<file path="config.mk">
export PLATFORM = sky130hd
export DESIGN_NAME = hfs_interp
export DESIGN_NICKNAME = d
export VERILOG_FILES = /design/src/rtl/hsv_fade_sequencer_defines.svh /design/src/rtl/hfs_pkg.sv /design/src/rtl/hfs_interp.sv
export SDC_FILE = /design/constraint.sdc
export NUM_CORES = 1
export LEC_CHECK = 0
export ABC_AREA = 1
export BUFFER_PORTS_ARGS = -buffer_cell sky130_fd_sc_hd__buf_4
export CAP_MARGIN = 20
export CORE_MARGIN = 10
export CORE_UTILIZATION = 40
export DETAILED_ROUTE_END_ITERATION = 12
export GPL_ROUTABILITY_DRIVEN = 0
export GPL_TIMING_DRIVEN = 0
export SLEW_MARGIN = 20
export SYNTH_ARGS = -nofsm -noshare
export SYNTH_HDL_FRONTEND = slang
export SYNTH_SLANG_ARGS = --single-unit
</file>
<file path="constraint.sdc">
create_clock -name clk -period 3.8 [get_ports clk]
set_input_delay 0.95 -clock clk [delete_from_list [all_inputs] [get_ports clk]]
set_output_delay 0.95 -clock clk [all_outputs]
set_load 0.02 [all_outputs]
</file>
<file path="src/rtl/hsv_fade_sequencer_defines.svh">
// Assertion macros for the fade sequencer RTL.
`ifndef HSV_FADE_SEQUENCER_DEFINES_SVH
`define HSV_FADE_SEQUENCER_DEFINES_SVH

`ifndef SYNTHESIS
// Check cons in the same cycle as ante.
`define HFS_ASSERT_NOW(label, ante, cons) \
    label: assert property (@(posedge clk) disable iff (!rst_n) (ante) |-> (cons)) \
        else $error("hfs: assertion failed");
// Check cons in the cycle after ante.
`define HFS_ASSERT_NEXT(label, ante, cons) \
    label: assert property (@(posedge clk) disable iff (!rst_n) (ante) |=> (cons)) \
        else $error("hfs: assertion failed");
`else
`define HFS_ASSERT_NOW(label, ante, cons)
`define HFS_ASSERT_NEXT(label, ante, cons)
`endif

`endif

</file>
<file path="src/rtl/hfs_pkg.sv">
package hfs_pkg;

    // Slot table geometry
    localparam int MAX_SLOTS = 16;
    localparam int SLOT_AW   = (MAX_SLOTS > 1) ? $clog2(MAX_SLOTS) : 1;
    localparam int CNT_W     = $clog2(MAX_SLOTS + 1);

    // Field widths
    localparam int CH_W  = 16;
    localparam int DUR_W = 15;
    localparam int CMD_W = 3;

    // Quotient bits produced by the serial divider
    localparam int DIV_STEPS = 16;
    localparam int DIV_CNT_W = $clog2(DIV_STEPS);

    localparam logic [CH_W-1:0] TICK_PERIOD_RESET = 16'd312;

    // Command codes
    localparam logic [CMD_W-1:0] CMD_TICK       = 3'd0;
    localparam logic [CMD_W-1:0] CMD_CLEAR      = 3'd1;
    localparam logic [CMD_W-1:0] CMD_APPEND     = 3'd2;
    localparam logic [CMD_W-1:0] CMD_PLAY_SLOT  = 3'd3;
    localparam logic [CMD_W-1:0] CMD_PLAY_PROG  = 3'd4;
    localparam logic [CMD_W-1:0] CMD_SET_COLOUR = 3'd5;
    localparam logic [CMD_W-1:0] CMD_SET_WHITE  = 3'd6;

    typedef struct packed {
        logic        [CH_W-1:0]  h;
        logic        [CH_W-1:0]  s;
        logic        [CH_W-1:0]  v;
        logic signed [CH_W-1:0]  dh;
        logic signed [CH_W-1:0]  ds;
        logic signed [CH_W-1:0]  dv;
        logic        [DUR_W-1:0] dur;
    } slot_t;

    localparam slot_t SLOT_RESET = '{h: '0, s: '0, v: '0, dh: '0, ds: '0, dv: '0,
                                     dur: 15'd10};

    // Access request to the slot memory
    typedef struct packed {
        logic               rd_en;
        logic [SLOT_AW-1:0] rd_addr;
        logic               wr_en;
        logic [SLOT_AW-1:0] wr_addr;
    } ram_req_t;

endpackage

</file>
<file path="src/rtl/hfs_interp.sv">
module hfs_interp
    import hfs_pkg::*;
(
    input  logic                    clk,
    input  logic                    rst_n,
    input  logic                    start,
    input  logic        [CH_W-1:0]  start_val,
    input  logic signed [CH_W-1:0]  delta,
    input  logic        [CH_W-1:0]  step,
    input  logic        [DUR_W-1:0] dur,
    output logic                    done,
    output logic        [CH_W-1:0]  result
);

    typedef enum logic [3:0] {
        I_IDLE = 4'b0001,
        I_PREP = 4'b0010,
        I_DIV  = 4'b0100,
        I_FIN  = 4'b1000
    } interp_state_t;

    interp_state_t          state_reg, state_next;
    logic [DIV_CNT_W-1:0]   cnt_reg, cnt_next;
    logic signed [32:0]     prod_reg, prod_next;
    logic                   neg_reg, neg_next;
    logic [DUR_W-1:0]       rem_reg, rem_next;
    logic [CH_W-1:0]        low_reg, low_next;

    logic signed [32:0]     mag;
    logic [CH_W:0]          trial;
    logic                   fits;
    logic [CH_W-1:0]        adj;

    // Magnitude of the product; it stays below 2^31
    assign mag = prod_reg[32] ? -prod_reg : prod_reg;

    // One restoring division step: shift in the next dividend bit, try a subtract
    assign trial = {1'b0, rem_reg, low_reg[CH_W-1]};
    assign fits  = trial >= {2'b00, dur};

    // Apply the sign of the product and add the start value
    assign adj    = neg_reg ? (CH_W'(0) - low_reg) : low_reg;
    assign result = (dur == '0) ? start_val : (start_val + adj);
    assign done   = (state_reg == I_FIN);

    always_comb
    begin
        state_next = state_reg;
        cnt_next   = cnt_reg;
        prod_next  = prod_reg;
        neg_next   = neg_reg;
        rem_next   = rem_reg;
        low_next   = low_reg;
        case (state_reg)
            I_IDLE:
            begin
                if (start)
                begin
                    prod_next  = delta * $signed({1'b0, step});
                    state_next = I_PREP;
                end
            end
            I_PREP:
            begin
                // Upper bits start below dur since step < dur
                neg_next   = prod_reg[32];
                rem_next   = mag[30:16];
                low_next   = mag[15:0];
                cnt_next   = '0;
                state_next = I_DIV;
            end
            I_DIV:
            begin
                rem_next = fits ? DUR_W'(trial - {2'b00, dur}) : trial[DUR_W-1:0];
                low_next = {low_reg[CH_W-2:0], fits};
                cnt_next = cnt_reg + 1'b1;
                if (cnt_reg == DIV_CNT_W'(DIV_STEPS - 1))
                begin
                    state_next = I_FIN;
                end
            end
            I_FIN:
            begin
                state_next = I_IDLE;
            end
            default:
            begin
                state_next = I_IDLE;
            end
        endcase
    end

    always_ff @(posedge clk or negedge rst_n)
    begin
        if (!rst_n)
        begin
            state_reg <= I_IDLE;
            cnt_reg   <= '0;
        end
        else
        begin
            state_reg <= state_next;
            cnt_reg   <= cnt_next;
        end
    end

    always_ff @(posedge clk)
    begin
        prod_reg <= prod_next;
        neg_reg  <= neg_next;
        rem_reg  <= rem_next;
        low_reg  <= low_next;
    end

endmodule

</file>
==> key figures, run 1 <==
Finish
  • Sequential cell area: 0.00212 mm2
  • Utilization after layout: 53.3%
  • Final #Nets: 2754
  • Antenna cells: 0
  • Multi-input gate area: 0.0127 mm2
  • Largest register FFs: 32
  • Syn-to-layout area delta: 32.3%
  • Fillcell total: 3549
  • Share of cells above drive strength 1: 25.6%

Synth
  • Syn avg cell area: 7.19 um2
  • Mapped Area: 0.0155 mm2
  • Most frequent cell after synthesis: nand2_1
  • Area leader, netlist: fa_1
  • Post-synth cell types: 44
  • Synth Instances: 2155
  • Asr flop ratio synth: 11.1%
  • Area contributors post-synth: fa_1, nand2_1, ha_1
  • Top cell type's share of synthesized area: 25.3%
  • Post-Syn Nets: 2572
  • Seq/Total Area, Yosys: 13.7%
  • Synth warn: 0
  • Yosys reg bits: 72
  • Post-synth EDFFs: 64
  • Predominant post-synthesis flop cell: edfxtp_1
  • Synth top cells by count: nand2_1, inv_1, fa_1

CTS
  • CTS tree: built
  • Cts hold-fix bufs: 0
  • CTS Buffer Depth: 2
  • Clock sink total: 72
  • Worst-path clk slew: 0.06 ns
  • CTS root buffer: clkbuf_16
  • Clk Latency, worst-skew pair: 0.33 ns
  • Clock H-tree levels: 3
  • Total CTS buffers: 9

Die
  • Core Area: 0.0385 mm2
  • Die X: 217 um
  • Die height: 217 um
  • Die area: 0.0470 mm2
  • Row count: 72
  • Initial Utilization: 40.3%
  • I/O pins: 83

Flow run
  • # Max-Cap Violations: 0

Drt
  • M1 WL: 19100 um
  • # DRC: 0
  • Met3 WL post-DR: 1970 um
  • WL final: 46100 um
  • Vias/cell: 4.98
  • Wire per inst: 16.1 um
  • DRT iter0 DRCs: 924
  • Routed vias: 14300
  • Top Metal Used: met4
  • First drt pass iteration count: 5
  • Antenna viol nets, final: 0
  • Metal2 WL: 23600 um

GRT
  • First-pass GRT wire length: 74500 um
  • Vias in the first global route: 14800
  • Total global-route track usage: 19.3%
  • Largest net degree at the start of global routing: 35
  • Remaining global-route overflow: 0
  • Initial antenna violation count: 0

Timing
  • Hold slack: 0.427 ns
  • Slew HR: 47.4%
  • Min Tclk post-route: 5.62 ns
  • Final TNS setup: -39.49 ns
  • Slack of the critical path: -1.82 ns
  • Max Clock Freq: 0.178 GHz
  • Worst-margin pin slew: 0.787 ns
  • Final period utilization: 148%
  • Setup Viol. Count Final: 30
  • Unrepaired setup endpoints after global routing: yes
  • Clock skew: 0.00449 ns
  • Max-slew violations: 0
  • Final hold vios: 0

Place
  • Place WS: -2.55 ns
  • Dpl hpwl: 36900 um
  • Port Buf Inserts: 57

Critical path
  • WP data required: 3.89 ns
  • Critical Path End Type: register
  • Crit path max fanout: 8
  • CP startpoint kind: input pin
  • Setup CP Type: in -> reg
  • Worst Path Arrival: 5.70 ns

Outcome
  • Outcome: finished, violations left
  • Failing checks: negative setup slack

Hold path
  • HP Class: in -> async
-- worst max-delay path, cell delays in order --
cell and delay (ns):
clkbuf_16 0.13, clkbuf_16 0.16, nand2_1 0.06, inv_1 0.04, fa_1 0.48, inv_1 0.07
fa_1 0.47, fa_1 0.54, inv_1 0.07, fa_1 0.49, fa_1 0.50, inv_2 0.04
fa_1 0.51, inv_2 0.04, ha_4 0.24, a21oi_4 0.19, nor2_2 0.08, nor2_4 0.13
nor2_1 0.05, nor2_1 0.16, nand3_1 0.12, xor2_1 0.15
-- routing by layer --
| layer | global-route usage [%] | vias up |
|---|---|---|
| met2 | 35.9 | 409 |
| li1 | - | 6896 |
| met1 | 22.7 | 6846 |
| met3 | 1.96 | 99 |
| met5 | 0 | - |
| met4 | 6.27 | 0 |
-- timing repair --
item | in CTS | in global routing
gates resized for setup | 251 | 155
setup buffers | 90 | 22
pin swaps | 118 | 103
cloned | 2 | 0
endpoints found under the setup margin | 38 | 37
-- final timing paths --
path	from	to	slack, ns	depth (start not counted)
setup / recovery	delta[6]	prod_reg[22]	-1.82	22
hold / removal	rst_n	state_reg[1]	0.43	1
setup reg to reg	low_reg[15]	rem_reg[9]	1.58	12
hold reg to reg	cnt_reg[0]	cnt_reg[0]	0.51	1
max in group asynchronous	rst_n	state_reg[0]	3.16	1
min in group clk	cnt_reg[0]	cnt_reg[0]	0.51	1
-- layout by cell type, fill, tap and decap left out, types with 18 or more instances in the layout --
| master | Yosys | routed |
|---|---|---|
| nand2_1 | 591 | 497 |
| inv_1 | 515 | 460 |
| fa_1 | 196 | 176 |
| buf_4 | 1 | 138 |
| ha_1 | 155 | 119 |
| nor2_1 | 136 | 100 |
| nand3_1 | 111 | 97 |
| nand2_2 | 2 | 71 |
| edfxtp_1 | 64 | 64 |
| inv_2 | 0 | 53 |
| clkbuf_16 | 0 | 48 |
| o21ai_0 | 67 | 47 |
| xor2_1 | 42 | 38 |
| nand4_1 | 34 | 34 |
| ha_4 | 0 | 29 |
| buf_6 | 1 | 26 |
| a21oi_2 | 1 | 26 |
| nand2_4 | 1 | 24 |
| a21oi_1 | 62 | 22 |
| fa_2 | 0 | 20 |
| nor2_2 | 1 | 19 |
| nor2_4 | 0 | 18 |
-- through the flow --
stage | instances | cell area (um2)
after floorplan | 2155 | 16500
after global routing | 2860 | 20500
after detailed placement | 2731 | 17600
after CTS | 2838 | 19800
after global placement | 2730 | 17500
final | 2860 | 20500
-- layout make-up --
cell class                 instances  area share [%]
multi-input combinational       1493            61.8
buffer                            74            6.37
tap                              518            3.16
clock inverter                     6           0.409
timing repair buffer             171            7.30
sequential                        72            10.4
timing repair inverter             1          0.0244
clock buffer                      10            1.12
inverter                         515            9.46
-- cell families (layout without fill, tap and decap cells) --
family	Yosys count	after routing	synth area share [%]
buffers and inverters	590	777	14.5
xor gates and xnor gates	60	60	3.39
and+or+nand+nor	924	924	25.0
AOI/OAI and AO/OA	158	158	5.52
adders and majority gates	351	351	37.9
DFF	72	72	13.7
Power of run 1 is left out: the tool's default activity adds up to more than one toggle a clock period on the data nets, which glitch-free logic cannot reach.
==> inputs of run 2 (changes only) <==
BUFFER_PORTS_ARGS = default   (was -buffer_cell sky130_fd_sc_hd__buf_4)
DONT_BUFFER_PORTS = 1   (was default)
RECOVER_POWER = 100   (was default)
clock period = 6.37 ns   (was 3.8 ns; I/O delays follow)
==> run 2 against run 1 <==
The run ends with max-capacitance violations, max-slew violations left. Critical path type unchanged. Cell area decreased by 13%. Wire length decreased by 5.1%. Final cell count decreased by 4.5%. Sequential cell count unchanged. Clock skew increased by 0.0013 ns.
==> key figures, run 2 (same netlist as run 1, synthesis figures left out) <==
Timing
  • Unrepaired setup endpoints after global routing: yes
  • Slew HR: -9.61%
  • Final hold vios: 0
  • Clock skew: 0.00575 ns
  • Worst-margin pin slew: 1.64 ns
  • Max Clock Freq: 0.158 GHz
  • Final period utilization: 99.3%
  • Min Tclk post-route: 6.33 ns
  • Max-slew violations: 33
  • Setup Viol. Count Final: 0

GRT
  • First-pass GRT wire length: 70100 um
  • Largest net degree at the start of global routing: 35
  • Remaining global-route overflow: 0
  • Vias in the first global route: 14100
  • Initial antenna violation count: 0
  • Total global-route track usage: 18.2%

Critical path
  • Setup CP Type: in -> reg
  • Crit path max fanout: 8
  • CP startpoint kind: input pin
  • WP data required: 6.45 ns
  • Worst r2r src: rem_reg[9]
  • FF-to-FF path depth: 10
  • Critical Path End Type: register
  • Crit. Startpoint: delta[1]
  • Reg2Reg Setup Slack: 3.72 ns
  • Worst Path Arrival: 6.40 ns
  • Capture point of the worst reg-to-reg path: rem_reg[0]

Finish
  • Final #Nets: 2624
  • Most common cell after layout, fill and taps aside: nand2_1
  • Non-Filler Instances: 2730
  • Antenna cells: 0
  • Syn-to-layout area delta: 15.8%
  • Share of cells above drive strength 1: 12.2%
  • Largest register FFs: 32
  • Most frequent cells in the layout: nand2_1, inv_1, fa_1

Drt
  • Vias/cell: 5.00
  • Wire per inst: 16.0 um
  • First drt pass iteration count: 6
  • DRT iter0 DRCs: 940
  • # DRC: 0
  • Antenna viol nets, final: 0
  • WL final: 43700 um
  • Routed vias: 13700

Hold path
  • Worst Hold End: cnt_reg[1]
  • Hold_sp: cnt_reg[1]
  • HP Class: reg -> reg
  • WHS Path Cells: 2

Outcome
  • Outcome: finished, violations left
  • Failing checks: max-capacitance violations, max-slew violations

Place
  • Port Buf Inserts: 0
  • Dpl hpwl: 36500 um
  • Dpl cells: 2674

CTS
  • CTS root buffer: clkbuf_16
  • Total CTS buffers: 9
  • Worst-path clk slew: 0.06 ns
  • Clock sink total: 72
  • Clk Latency, worst-skew pair: 0.34 ns
  • CTS Buffer Depth: 2
  • CTS tree: built
  • Clock H-tree levels: 3

Die
  • Initial Utilization: 40.3%
  • Row count: 72
  • Die height: 217 um
  • I/O pins: 83
  • Die area: 0.0470 mm2
  • Die X: 217 um
  • Core Area: 0.0385 mm2

Flow run
  • # Max-Cap Violations: 1
run 2: per-layer routing:
layer  up-vias  share of wire [%]  track usage [%]
met5         -                  0                0
met3        88                5.2             1.96
li1       6626                  -                -
met1      6521                 42             22.0
met4         0                3.3             6.64
met2       424                 49             32.9
run 2: layout make-up:
type / instances / area (um2)
Fill cell: 3872 / 20500
Multi-Input combinational cell: 1493 / 11800
Sequential cell: 72 / 2120
Inverter: 515 / 1940
Buffer: 73 / 767
Tap cell: 518 / 648
Timing Repair Buffer: 43 / 392
Clock buffer: 11 / 233
Clock inverter: 5 / 23.8
run 2: through the flow:
step	util (%)	hold WS, ns	TNS [ns]	setup WS, ns	instance area (um2)
final	46.6	0.543	0	0.0422	17900
after global routing	46.6	0.559	-0.508	-0.0855	17900
after CTS	44.7	0.534	-0.000464	-0.000464	17200
after detailed placement	43.1	0.523	-12.50	-0.751	16600
after global placement	43.1	0.500	-12.26	-0.746	16600
after floorplan	-	0.471	-0.0165	-0.0165	15900
run 2: repair_timing:
action	in CTS	in global routing
setup buffers	9	30
gates resized for setup	72	183
cloned	1	2
hold buffers	0	0
endpoints found under the setup margin	19	20
pin swaps	18	86
run 2: how the worst max path moves through the flow:
stage | to | slack, ns
after global routing | prod_reg[32] | -0.09
after CTS | prod_reg[24] | -0.0005
after global placement | prod_reg[30] | -0.75
after detailed placement | prod_reg[30] | -0.75
after floorplan | prod_reg[28] | -0.02
final | prod_reg[22] | 0.04
run 2: critical path: stages:
cell     delay [ns]
buf_12         0.08
buf_8          0.13
buf_12         0.11
nand2_4        0.04
fa_1           0.56
fa_1           0.46
fa_1           0.58
inv_2          0.05
fa_1           0.50
fa_1           0.53
inv_2          0.04
fa_1           0.51
inv_2          0.05
ha_4           0.26
a21oi_4        0.20
nor2_4         0.06
nor2_4         0.18
nor2_1         0.07
nor2_1         0.15
nand3_1        0.10
xor2_1         0.16
Power of run 2 is left out for the same reason.
==> inputs of run 3 (changes only) <==
CELL_PAD_IN_SITES_DETAIL_PLACEMENT = 1   (was default)
CELL_PAD_IN_SITES_GLOBAL_PLACEMENT = 2   (was default)
CORE_UTILIZATION = 39   (was 40)
PLACE_DENSITY_LB_ADDON = 0.1   (was default)
==> run 3 against run 2 <==
The flow now finishes without violations. Final cell count increased by 1.0%. First-iteration DRC count decreased by 44%. Utilization increased by 0.94 points. Critical endpoint unchanged. Register-to-register slack got worse by 0.36 ns.
==> key figures, run 3 (same netlist as run 1, synthesis figures left out) <==
Outcome
  • Outcome: completed

Drt
  • Wire per inst: 18.2 um
  • # DRC: 0
  • First drt pass iteration count: 5
  • Antenna viol nets, final: 0
  • DRT iter0 DRCs: 527
  • Routed vias: 13800
  • Vias/cell: 5.01
  • WL final: 50300 um

Finish
  • Most common cell after layout, fill and taps aside: nand2_1
  • Final #Nets: 2652
  • Fillcell total: 4855
  • Utilization after layout: 47.6%
  • Syn-to-layout area delta: 19.5%
  • Antenna cells: 0
  • Most frequent cells in the layout: nand2_1, inv_1, fa_1
  • Largest register FFs: 32
  • Share of cells above drive strength 1: 14.5%

Die
  • Die X: 219 um
  • Die area: 0.0481 mm2
  • Initial Utilization: 39.8%
  • I/O pins: 83
  • Die height: 219 um
  • Core Area: 0.0389 mm2
  • Row count: 72

GRT
  • Met3 Use GR: 1.33%
  • Total global-route track usage: 20.7%
  • Met1 Track Usage GR: 23.8%
  • Largest net degree at the start of global routing: 35
  • Remaining global-route overflow: 0
  • First-pass GRT wire length: 79400 um
  • Top Usage Layer GRT: met2
  • Vias in the first global route: 15100
  • GR Layer Usage met2: 40.2%
  • Initial antenna violation count: 1

Critical path
  • CP startpoint kind: input pin
  • CP most frequent cell: fa_1
  • Setup CP Type: in -> reg
  • Critical Path End Type: register
  • Reg2Reg Setup Slack: 3.36 ns
  • Slowest-stage cell, CP: fa_1
  • WP data required: 6.45 ns
  • Largest stage delay, worst path: 0.51 ns
  • Crit path cell chain: clkinvlp_4 > buf_12 > buf_6 > or2_2 > fa_1 > fa_1 > fa_1 > fa_1 > fa_1 > inv_1 > fa_1 > ha_4 > nand4_1 > buf_4 > nor2_4 > nand4_1 > nand3_1 > xor2_1
  • Worst Path Arrival: 6.44 ns
  • Crit path max fanout: 5

Timing
  • Slew HR: 4.17%
  • Max-slew violations: 0
  • Final hold vios: 0
  • Clock skew: 0.0105 ns
  • Min Tclk post-route: 6.36 ns
  • Final period utilization: 99.9%
  • Slack of the critical path: 0.00882 ns
  • Unrepaired setup endpoints after global routing: yes
  • Worst-margin pin slew: 1.43 ns
  • Max Clock Freq: 0.157 GHz
  • Setup Viol. Count Final: 0

CTS
  • Clk Latency, worst-skew pair: 0.34 ns
  • Total CTS buffers: 9
  • Cts hold-fix bufs: 0
  • Clock H-tree levels: 3
  • CTS root buffer: clkbuf_16
  • Worst-path clk slew: 0.05 ns
  • CTS tree: built
  • Clock sink total: 72
  • CTS Buffer Depth: 2

Place
  • Dpl hpwl: 42800 um
  • Port Buf Inserts: 0
  • Place WS: -0.997 ns

Flow run
  • # Max-Cap Violations: 0

Hold path
  • HP Class: reg -> reg
==> run 3: cell types whose count changed in the layout (fill, tap and decap cells not counted), moves of 9 or more <==
cell and delta:
buf_4 +19, buf_6 +10, nand2_1 -12, nand2_2 +9, inv_1 -12, clkbuf_16 +9, inv_2 +11
==> run 3: timing repair <==
action,CTS,global route
setup endpoints to repair,21,21
setup buffers,9,58
pin swaps,21,113
resized for setup,128,202
gates cloned,1,5
==> run 3: cell type report <==
cell class	instances	area (um2)	area share [%]
Inverter	515	1940	10.5
Sequential cell	72	2120	11.5
Buffer	70	907	4.90
Timing Repair Buffer	74	659	3.56
Tap cell	518	648	3.50
Clock buffer	10	229	1.24
Clock inverter	6	83.8	0.453
Multi-Input combinational cell	1493	11900	64.4
==> run 3: per-stage QoR <==
stage | setup TNS (ns) | area [um2] | std cells | hold WS (ns)
2_1_floorplan | -0.0165 | 15900 | 2155 | 0.471
6_report | 0 | 18500 | 2758 | 0.522
3_5_place_dp | -16.09 | 16600 | 2674 | 0.520
4_1_cts | -0.00373 | 17500 | 2696 | 0.528
3_3_place_gp | -14.84 | 16600 | 2673 | 0.496
5_1_grt | -0.847 | 18500 | 2758 | 0.552
==> run 3: routing by layer <==
layer  wire [um]  vias to the layer above
li1            -                     6674
met1       21100                     6905
met2       26900                      174
met3         959                       70
met4        1310                        2
met5          10                        -
==> run 3: path summary, 6_finish.rpt <==
check | startpoint | end | depth (start not counted)
min reg2reg | cnt_reg[0] | cnt_reg[0] | 1
max | delta[15] | prod_reg[22] | 18
min | cnt_reg[0] | cnt_reg[0] | 1
max reg2reg | rem_reg[6] | rem_reg[13] | 11
max in group asynchronous | rst_n | state_reg[0] | 0
min in group asynchronous | rst_n | cnt_reg[3] | 0
==> run 3: critical path: cells and delay by family <==
| family | cells | cell delay, ns |
|---|---|---|
| xor+xnor | 1 | 0.08 |
| fa+ha+maj | 7 | 3.19 |
| buf+inv | 5 | 0.68 |
| simple gates | 5 | 0.90 |
Power of run 3 is left out for the same reason.
